File: src/rtl/tbp_pkg.sv
// Package for the turtle bitmap plotter: grid constants, command codes, item types.
`timescale 1ns / 1ps

package tbp_pkg;

  localparam int GRID_SIZE = 32;
  // usable grid is clamped to the row width
  localparam int GRID_EFF  = (GRID_SIZE > 32) ? 32 : GRID_SIZE;
  localparam int NUM_ROWS  = 32;
  localparam int ROW_W     = 32;
  localparam int IDX_W     = 5;

  localparam logic [IDX_W-1:0] LAST_IDX = IDX_W'(GRID_EFF - 1);
  localparam logic [ROW_W-1:0] ROW_MASK =
    (GRID_EFF >= 32) ? {ROW_W{1'b1}} : ROW_W'((64'd1 << GRID_EFF) - 64'd1);

  localparam logic [3:0] CMD_PEN_UP   = 4'd0;
  localparam logic [3:0] CMD_PEN_DOWN = 4'd1;
  localparam logic [3:0] CMD_RIGHT    = 4'd2;
  localparam logic [3:0] CMD_LEFT     = 4'd3;
  localparam logic [3:0] CMD_FORWARD  = 4'd4;
  localparam logic [3:0] CMD_BACKWARD = 4'd5;
  localparam logic [3:0] CMD_INVERT   = 4'd6;
  localparam logic [3:0] CMD_ERASER   = 4'd7;
  localparam logic [3:0] CMD_PRINT    = 4'd8;

  localparam logic [1:0] HEAD_RIGHT = 2'd0;
  localparam logic [1:0] HEAD_DOWN  = 2'd1;
  localparam logic [1:0] HEAD_LEFT  = 2'd2;
  localparam logic [1:0] HEAD_UP    = 2'd3;

  typedef enum logic [1:0] {
    ROP_NONE,
    ROP_SET,
    ROP_CLR,
    ROP_INV
  } row_op_t;

  typedef struct packed {
    logic [3:0] cmd;
    logic [7:0] step_count;
  } in_item_t;

  typedef struct packed {
    logic [ROW_W-1:0] row_bits;
    logic             last_of_run;
    logic             off_grid;
    logic [IDX_W-1:0] pos_x;
    logic [IDX_W-1:0] pos_y;
    logic [1:0]       heading_now;
  } out_item_t;

endpackage

File: src/rtl/turtle_bitmap_plotter_top.sv
// Turtle bitmap plotter: command sequencer around one shared row read-modify-write unit.
//
//   channel | direction | handshake           | payload
//   in_     | input     | in_valid/in_ready   | tbp_pkg::in_item_t (cmd, step_count)
//   out_    | output    | out_valid/out_ready | tbp_pkg::out_item_t (row_bits .. heading_now)
//
// Pen, turn and unknown commands: S_IDLE accepts the command, then S_EMIT loads the status transfer.
// Move: S_MOVE then S_EMIT, one bitmap row updated per step through the row unit while pen or eraser is down.
// Invert: one row per cycle, then S_EMIT; print: one row transfer per cycle while the output is not stalled.
// A stalled output holds the sequencer in print and S_EMIT; in_ready is high only while the sequencer is idle.
// rst_n (synchronous) clears the whole bitmap, position, heading, pen, eraser and halt.
`timescale 1ns / 1ps

module turtle_bitmap_plotter_top (
  input  logic               clk,
  input  logic               rst_n,
  input  logic               in_valid,
  output logic               in_ready,
  input  tbp_pkg::in_item_t  in_data,
  output logic               out_valid,
  input  logic               out_ready,
  output tbp_pkg::out_item_t out_data
);

  typedef enum logic [2:0] {
    S_IDLE,
    S_MOVE,
    S_INV,
    S_PRINT,
    S_EMIT
  } state_t;

  state_t state_r, state_nxt;

  logic [tbp_pkg::ROW_W-1:0] bitmap_r [tbp_pkg::NUM_ROWS];

  logic [tbp_pkg::IDX_W-1:0] col_r, col_nxt;
  logic [tbp_pkg::IDX_W-1:0] row_r, row_nxt;
  logic [1:0]                heading_r, heading_nxt;
  logic                      pen_r, pen_nxt;
  logic                      eraser_r, eraser_nxt;
  logic                      halted_r, halted_nxt;
  logic [1:0]                dir_r, dir_nxt;
  logic [7:0]                count_r, count_nxt;
  logic [tbp_pkg::IDX_W-1:0] walk_r, walk_nxt;

  logic                out_valid_r, out_valid_nxt;
  tbp_pkg::out_item_t  out_data_r, out_data_nxt;

  // shared row unit
  tbp_pkg::row_op_t           rop;
  logic [tbp_pkg::IDX_W-1:0]  rop_row;
  logic [tbp_pkg::IDX_W-1:0]  rop_col;
  logic [tbp_pkg::ROW_W-1:0]  rop_rd;
  logic [tbp_pkg::ROW_W-1:0]  rop_wr;
  logic [tbp_pkg::ROW_W-1:0]  rop_bit;

  logic in_fire;
  logic slot_free;
  logic at_edge;
  logic [tbp_pkg::IDX_W-1:0] step_col;
  logic [tbp_pkg::IDX_W-1:0] step_row;

  assign in_ready  = (state_r == S_IDLE);
  assign in_fire   = in_valid && in_ready;
  assign slot_free = !out_valid_r || out_ready;
  assign out_valid = out_valid_r;
  assign out_data  = out_data_r;

  assign rop_rd  = bitmap_r[rop_row];
  assign rop_bit = tbp_pkg::ROW_W'(1) << rop_col;

  always_comb begin
    case (rop)
      tbp_pkg::ROP_SET: rop_wr = rop_rd | rop_bit;
      tbp_pkg::ROP_CLR: rop_wr = rop_rd & ~rop_bit;
      tbp_pkg::ROP_INV: rop_wr = ~rop_rd & tbp_pkg::ROW_MASK;
      default:          rop_wr = rop_rd;
    endcase
  end

  // edge check and next cell for one step
  always_comb begin
    at_edge  = 1'b0;
    step_col = col_r;
    step_row = row_r;
    case (dir_r)
      tbp_pkg::HEAD_RIGHT: begin
        at_edge  = (col_r == tbp_pkg::LAST_IDX);
        step_col = col_r + 1'b1;
      end
      tbp_pkg::HEAD_DOWN: begin
        at_edge  = (row_r == tbp_pkg::LAST_IDX);
        step_row = row_r + 1'b1;
      end
      tbp_pkg::HEAD_LEFT: begin
        at_edge  = (col_r == '0);
        step_col = col_r - 1'b1;
      end
      default: begin
        at_edge  = (row_r == '0);
        step_row = row_r - 1'b1;
      end
    endcase
  end

  always_comb begin
    state_nxt     = state_r;
    col_nxt       = col_r;
    row_nxt       = row_r;
    heading_nxt   = heading_r;
    pen_nxt       = pen_r;
    eraser_nxt    = eraser_r;
    halted_nxt    = halted_r;
    dir_nxt       = dir_r;
    count_nxt     = count_r;
    walk_nxt      = walk_r;
    out_valid_nxt = out_valid_r && !out_ready;
    out_data_nxt  = out_data_r;
    rop           = tbp_pkg::ROP_NONE;
    rop_row       = row_r;
    rop_col       = col_r;

    case (state_r)
      S_IDLE: begin
        if (in_fire) begin
          state_nxt = S_EMIT;
          if (!halted_r) begin
            case (in_data.cmd)
              tbp_pkg::CMD_PEN_UP: pen_nxt = 1'b0;
              tbp_pkg::CMD_PEN_DOWN: begin
                eraser_nxt = 1'b0;
                pen_nxt    = 1'b1;
                rop        = tbp_pkg::ROP_SET;
              end
              tbp_pkg::CMD_RIGHT: heading_nxt = heading_r + 2'd1;
              tbp_pkg::CMD_LEFT:  heading_nxt = heading_r + 2'd3;
              tbp_pkg::CMD_FORWARD: begin
                dir_nxt   = heading_r;
                count_nxt = in_data.step_count;
                state_nxt = S_MOVE;
              end
              tbp_pkg::CMD_BACKWARD: begin
                dir_nxt   = heading_r ^ 2'd2;
                count_nxt = in_data.step_count;
                state_nxt = S_MOVE;
              end
              tbp_pkg::CMD_INVERT: begin
                walk_nxt  = '0;
                state_nxt = S_INV;
              end
              tbp_pkg::CMD_ERASER: begin
                pen_nxt    = 1'b0;
                eraser_nxt = 1'b1;
                rop        = tbp_pkg::ROP_CLR;
              end
              tbp_pkg::CMD_PRINT: begin
                walk_nxt  = '0;
                state_nxt = S_PRINT;
              end
              default: ;
            endcase
          end
        end
      end

      S_MOVE: begin
        if (count_r == '0) begin
          state_nxt = S_EMIT;
        end else if (at_edge) begin
          halted_nxt = 1'b1;
          state_nxt  = S_EMIT;
        end else begin
          col_nxt   = step_col;
          row_nxt   = step_row;
          count_nxt = count_r - 8'd1;
          rop_row   = step_row;
          rop_col   = step_col;
          if (eraser_r) begin
            rop = tbp_pkg::ROP_CLR;
          end else if (pen_r) begin
            rop = tbp_pkg::ROP_SET;
          end
        end
      end

      S_INV: begin
        rop     = tbp_pkg::ROP_INV;
        rop_row = walk_r;
        if (walk_r == tbp_pkg::LAST_IDX) begin
          state_nxt = S_EMIT;
        end else begin
          walk_nxt = walk_r + 1'b1;
        end
      end

      S_PRINT: begin
        rop_row = walk_r;
        if (slot_free) begin
          out_valid_nxt            = 1'b1;
          out_data_nxt.row_bits    = rop_rd & tbp_pkg::ROW_MASK;
          out_data_nxt.last_of_run = (walk_r == tbp_pkg::LAST_IDX);
          out_data_nxt.off_grid    = halted_r;
          out_data_nxt.pos_x       = col_r;
          out_data_nxt.pos_y       = row_r;
          out_data_nxt.heading_now = heading_r;
          if (walk_r == tbp_pkg::LAST_IDX) begin
            state_nxt = S_IDLE;
          end else begin
            walk_nxt = walk_r + 1'b1;
          end
        end
      end

      S_EMIT: begin
        if (slot_free) begin
          out_valid_nxt            = 1'b1;
          out_data_nxt.row_bits    = '0;
          out_data_nxt.last_of_run = 1'b1;
          out_data_nxt.off_grid    = halted_r;
          out_data_nxt.pos_x       = col_r;
          out_data_nxt.pos_y       = row_r;
          out_data_nxt.heading_now = heading_r;
          state_nxt                = S_IDLE;
        end
      end

      default: state_nxt = S_IDLE;
    endcase
  end

  always_ff @(posedge clk) begin
    if (!rst_n) begin
      state_r     <= S_IDLE;
      col_r       <= '0;
      row_r       <= '0;
      heading_r   <= tbp_pkg::HEAD_RIGHT;
      pen_r       <= 1'b0;
      eraser_r    <= 1'b0;
      halted_r    <= 1'b0;
      dir_r       <= tbp_pkg::HEAD_RIGHT;
      count_r     <= '0;
      walk_r      <= '0;
      out_valid_r <= 1'b0;
    end else begin
      state_r     <= state_nxt;
      col_r       <= col_nxt;
      row_r       <= row_nxt;
      heading_r   <= heading_nxt;
      pen_r       <= pen_nxt;
      eraser_r    <= eraser_nxt;
      halted_r    <= halted_nxt;
      dir_r       <= dir_nxt;
      count_r     <= count_nxt;
      walk_r      <= walk_nxt;
      out_valid_r <= out_valid_nxt;
    end
    out_data_r <= out_data_nxt;
  end

  always_ff @(posedge clk) begin
    if (!rst_n) begin
      for (int i = 0; i < tbp_pkg::NUM_ROWS; i++) begin
        bitmap_r[i] <= '0;
      end
    end else if (rop != tbp_pkg::ROP_NONE) begin
      bitmap_r[rop_row] <= rop_wr;
    end
  end

`ifndef SYNTHESIS
  a_halt_sticky: assert property (@(posedge clk) disable iff (!rst_n)
    halted_r |=> halted_r)
    else $error("halt flag cleared without reset");

  a_pos_in_grid: assert property (@(posedge clk) disable iff (!rst_n)
    (col_r <= tbp_pkg::LAST_IDX) && (row_r <= tbp_pkg::LAST_IDX))
    else $error("turtle position outside grid");

  a_halted_no_walk: assert property (@(posedge clk) disable iff (!rst_n)
    (in_fire && halted_r) |=> (state_r == S_EMIT))
    else $error("halted block started work on a command");

  a_mid_row_print: assert property (@(posedge clk) disable iff (!rst_n)
    (out_valid_r && !out_data_r.last_of_run) |-> (state_r == S_PRINT))
    else $error("non-final transfer outside print");

  a_no_overwrite: assert property (@(posedge clk) disable iff (!rst_n)
    (out_valid_r && !out_ready) |=> $stable(out_data_r))
    else $error("pending transfer overwritten");
`endif

endmodule

File: config.mk
export PLATFORM = sky130hd
export DESIGN_NAME = turtle_bitmap_plotter_top
export DESIGN_NICKNAME = d
export VERILOG_FILES = /design/src/rtl/tbp_pkg.sv /design/src/rtl/turtle_bitmap_plotter_top.sv
export SDC_FILE = /design/constraint.sdc
export NUM_CORES = 2
export LEC_CHECK = 0
export ABC_AREA = 1
export BUFFER_PORTS_ARGS = -buffer_cell sky130_fd_sc_hd__buf_2
export CAP_MARGIN = 5
export CORE_ASPECT_RATIO = 0.75
export CORE_MARGIN = 2
export CORE_UTILIZATION = 50
export DETAILED_ROUTE_END_ITERATION = 6
export GPL_TIMING_DRIVEN = 1
export PLACE_DENSITY_LB_ADDON = 0.15
export RECOVER_POWER = 50
export SLEW_MARGIN = 20
export SYNTH_ARGS = -nofsm -noshare
export SYNTH_HDL_FRONTEND = slang
export SYNTH_SLANG_ARGS = --single-unit
File: constraint.sdc
create_clock -name clk -period 6.25 [get_ports clk]
set_input_delay 0.9375 -clock clk [delete_from_list [all_inputs] [get_ports clk]]
set_output_delay 0.9375 -clock clk [all_outputs]
set_load 0.1 [all_outputs]
==> flow_summary.yaml <==
clocking:
  clkLatencyLatePin_ns: 0.73
  cts_resized: 0
  tritoncts: "built"
  clock_sinks: 1104
  htree_levels: 3
  clock_path_buffers: 3
  root_buffer: "clkbuf_16"
  cts-buffers-inserted: 111
  clkTransAtPathRegs_ns: 0.06
  hold_buffers: 0
  post_cts_buffers: 0
run_status:
  violations: "capacitance limit, slew limit"
  status: "complete, but fails checks"
synth:
  syn_inst: 6600
  avgSynthCellArea_um2: 8.731
  syn_nets: 6628
  synthTopCellsByArea: "edfxtp_1 56%, nand2_1 16%, a21oi_1 7.9%"
  syn_area_um2: 57630
  yosysTopAreaCellShare_pct: 55.76
  yosysTopAreaCell: "edfxtp_1"
  synth_edf_count: 1070
  ys.flop_type: "edfxtp_1"
  yosysSeqAreaShare_pct: 56.94
  ys_ff_latch: 1104
  ys_warn_count: 0
  async_flop_share_pct: 0
  synth_cell_type_count: 45
timing:
  fin_crit_sh_pct: 88.93
  slew_viol_final: 139
  rsz0062_at_grt: "no"
  hold_ws_ns: 0.4785
  fmax_mhz: 179.9
  tightest_slew_ns: 3.113
  setup_viol: 0
  finClkSkew_ns: 0.02512
  hold_violations: 0
  max_slew_margin_pct: -107.5
  setup_tns_ns: 0
  timing.final.crit_period_ns: 5.558
min_path:
  hold_start: "eraser_r"
  hold_class: "reg2reg"
grt:
  grt_pass1_wl_mm: 292.0
  grt_pass1_vias: 43580
  antenna_found_initial: 3
  track_usage_pct: 33.32
  grt_overflow: 0
  grt_max_degree: 125
  met3_usage_pct: 6.930
  busiest_layer: "met1"
  use_met2_pct: 48.70
  grt_util_met1_pct: 49.12
worst_setup_path:
  crit_path_frequent_cell: "nand2_1"
  crit_slowest_cell: "clkbuf_1"
  timing.reg2reg.setup_slack_ns: 0.69
  end_kind: "flip-flop"
  startpoint: "dir_r[1]"
  reg2reg_from: "dir_r[1]"
  path_cells: "inv_2, nor2_1, nand4_1, nand4_2, a21oi_1, o21ai_1, nand2_1, o21ai_2, inv_1, nor2_4, clkbuf_1, nand2_1, nand2_1, nor2_1, nand2_1, nand2_1, buf_4, a21oi_1"
  critPathArrivalTime_ns: 6.13
  crit_fanout: 20
  crit_required_ns: 6.82
  cp.buffers_inverters: 4
  cp_top_family: "simple AND/OR/NAND/NOR gates"
  critPathKind: "reg2reg"
  worstSetupStartpointType: "flip-flop"
  slowest_delay_ns: 0.93
die:
  ios: 64
  start_util_pct: 50.58
  core-area_um2: 113900
  num_rows: 107
  die_w_um: 396.0
  dieArea_um2: 118000
  die_y_um: 298.0
pwr:
  power_density_nw_per_um2: 504.9
  leakage_nw: 27.12
  vdd_ir_drop_max_mv: 0.3862
route:
  routed_wirelength_mm: 198.9
  drc_errors: 0
  routedWlPerCell_um: 24.78
  ant_nets: 0
  firstDrtPassIters: 6
  drtIter0Drc: 6342
  drt-vias-per-instance: 5.844
  vias: 46900
layout:
  num-nets-final: 6442
  fillerInstances: 10360
  drive_above_1_share_pct: 7.064
  final_area_um2: 62790
  multi_input_area_um2: 20160
  synthToLayoutAreaGrowth_pct: 8.961
  final_cells: 8025
  seqCellArea_um2: 32810
place:
  portBuffers: 63
  dp.cells: 7827
  place.gp.congestion: 0.9241
  dp_hpwl_mm: 112.3
  place_area_um2: 59630
flow_run:
  drv_cap: 6
[layer usage]
metal  routed length, µm  part of all wire [%]
met5                   0                     0
met1               81590                    41
met3               24910                    13
met4                7421                   3.7
met2               84970                    43
[synthesized netlist by cell type (3+ instances only)]
cell type  instances
a211oi_1           3
a21oi_1          912
a21oi_2           53
a31oi_1            7
buf_1             34
buf_2            321
buf_4             15
clkbuf_1         179
dfxtp_1           34
edfxtp_1        1070
ha_1              10
inv_1            597
inv_2              6
nand2_1         2402
nand3_1          114
nand3b_1         440
nand4_1            4
nor2_1           273
nor2_2             5
nor2_4             6
nor3_1             8
nor3_4             4
o21ai_0           39
o21ai_1           31
o21ai_2            3
xor2_1             7
[cell families (layout without fill, tap and decap cells)]
| family | count (synthesis) | count (layout) | synth area share, % |
|---|---|---|---|
| buf+inv | 1154 | 1052 | 8.311 |
| compound gates | 1056 | 1056 | 9.623 |
| fa+ha+maj | 12 | 12 | 0.2866 |
| xor+xnor | 9 | 9 | 0.1498 |
| other cells | 0 | 1 | 0 |
| flops | 1104 | 1104 | 56.94 |
| simple gates | 3265 | 3265 | 24.69 |
[cells in the final DEF, fill, tap and decap left out, drive strengths merged, types with 2 or more instances in the layout]
master / instances
clkinv: 50
a31oi: 7
nand2: 2405
nor3: 13
clkinvlp: 3
nand3: 116
clkbuf: 215
o211ai: 2
ha: 10
o21ai: 73
xor2: 8
dfxtp: 34
fa: 2
buf: 172
a211oi: 3
inv: 605
nand3b: 440
edfxtp: 1070
nand4: 5
bufinv: 7
nor2: 284
a21oi: 965
[stage by stage]
step / total power [mW] / util (%) / setup slack (ns)
after floorplan: 19.34 / - / 1.663
after global placement: 24.81 / 52.34 / 1.407
after detailed placement: 24.92 / 52.34 / 1.388
after CTS: 31.41 / 55.37 / 1.374
after global routing: 33.15 / 55.11 / 0.4665
final: 31.70 / 55.11 / 0.6918
[final cells by class]
class	instances	share of cell area [%]
sequential	1104	52.26
multi-input combinational	4342	32.11
clock buffer	137	4.749
inverter	605	3.617
timing repair buffer	250	3.479
tap	1526	3.041
clock inverter	60	0.7433
antenna	1	0.003985
[registers in the layout, indices dropped and copies added, names as in the netlist]
| signal | cells |
|---|---|
| bitmap_r | 1024 |
| out_data | 46 |
| count_r | 8 |
| col_r | 5 |
| row_r | 5 |
| walk_r | 5 |
| state_r | 3 |
| dir_r | 2 |
| heading_r | 2 |
| eraser_r | 1 |
| halted_r | 1 |
| out_valid | 1 |
| pen_r | 1 |
[worst paths after layout]
| path | to | cells past startpoint |
|---|---|---|
| min reg2reg | eraser_r | 2 |
| max reg2reg | bitmap_r[23][2] | 18 |
| max | bitmap_r[23][2] | 18 |
| min | eraser_r | 2 |
[power breakdown]
part           switching (mW)  internal (mW)  leakage [nW]
Clock                    2.91           3.64          1.68
Combinational            12.9           3.37          14.2
Sequential              0.136           8.74          11.3
Total                    16.0           15.7          27.1
[worst reg2reg max path: cells and delay by family (launching register included)]
kind / cells / cell delay [ns]
AOI/OAI and AO/OA: 4 / 0.67
buffers and inverters: 4 / 1.73
DFF: 1 / 0.34
and+or+nand+nor: 10 / 2.65
Note: power is estimated with default switching activity, not from simulation.
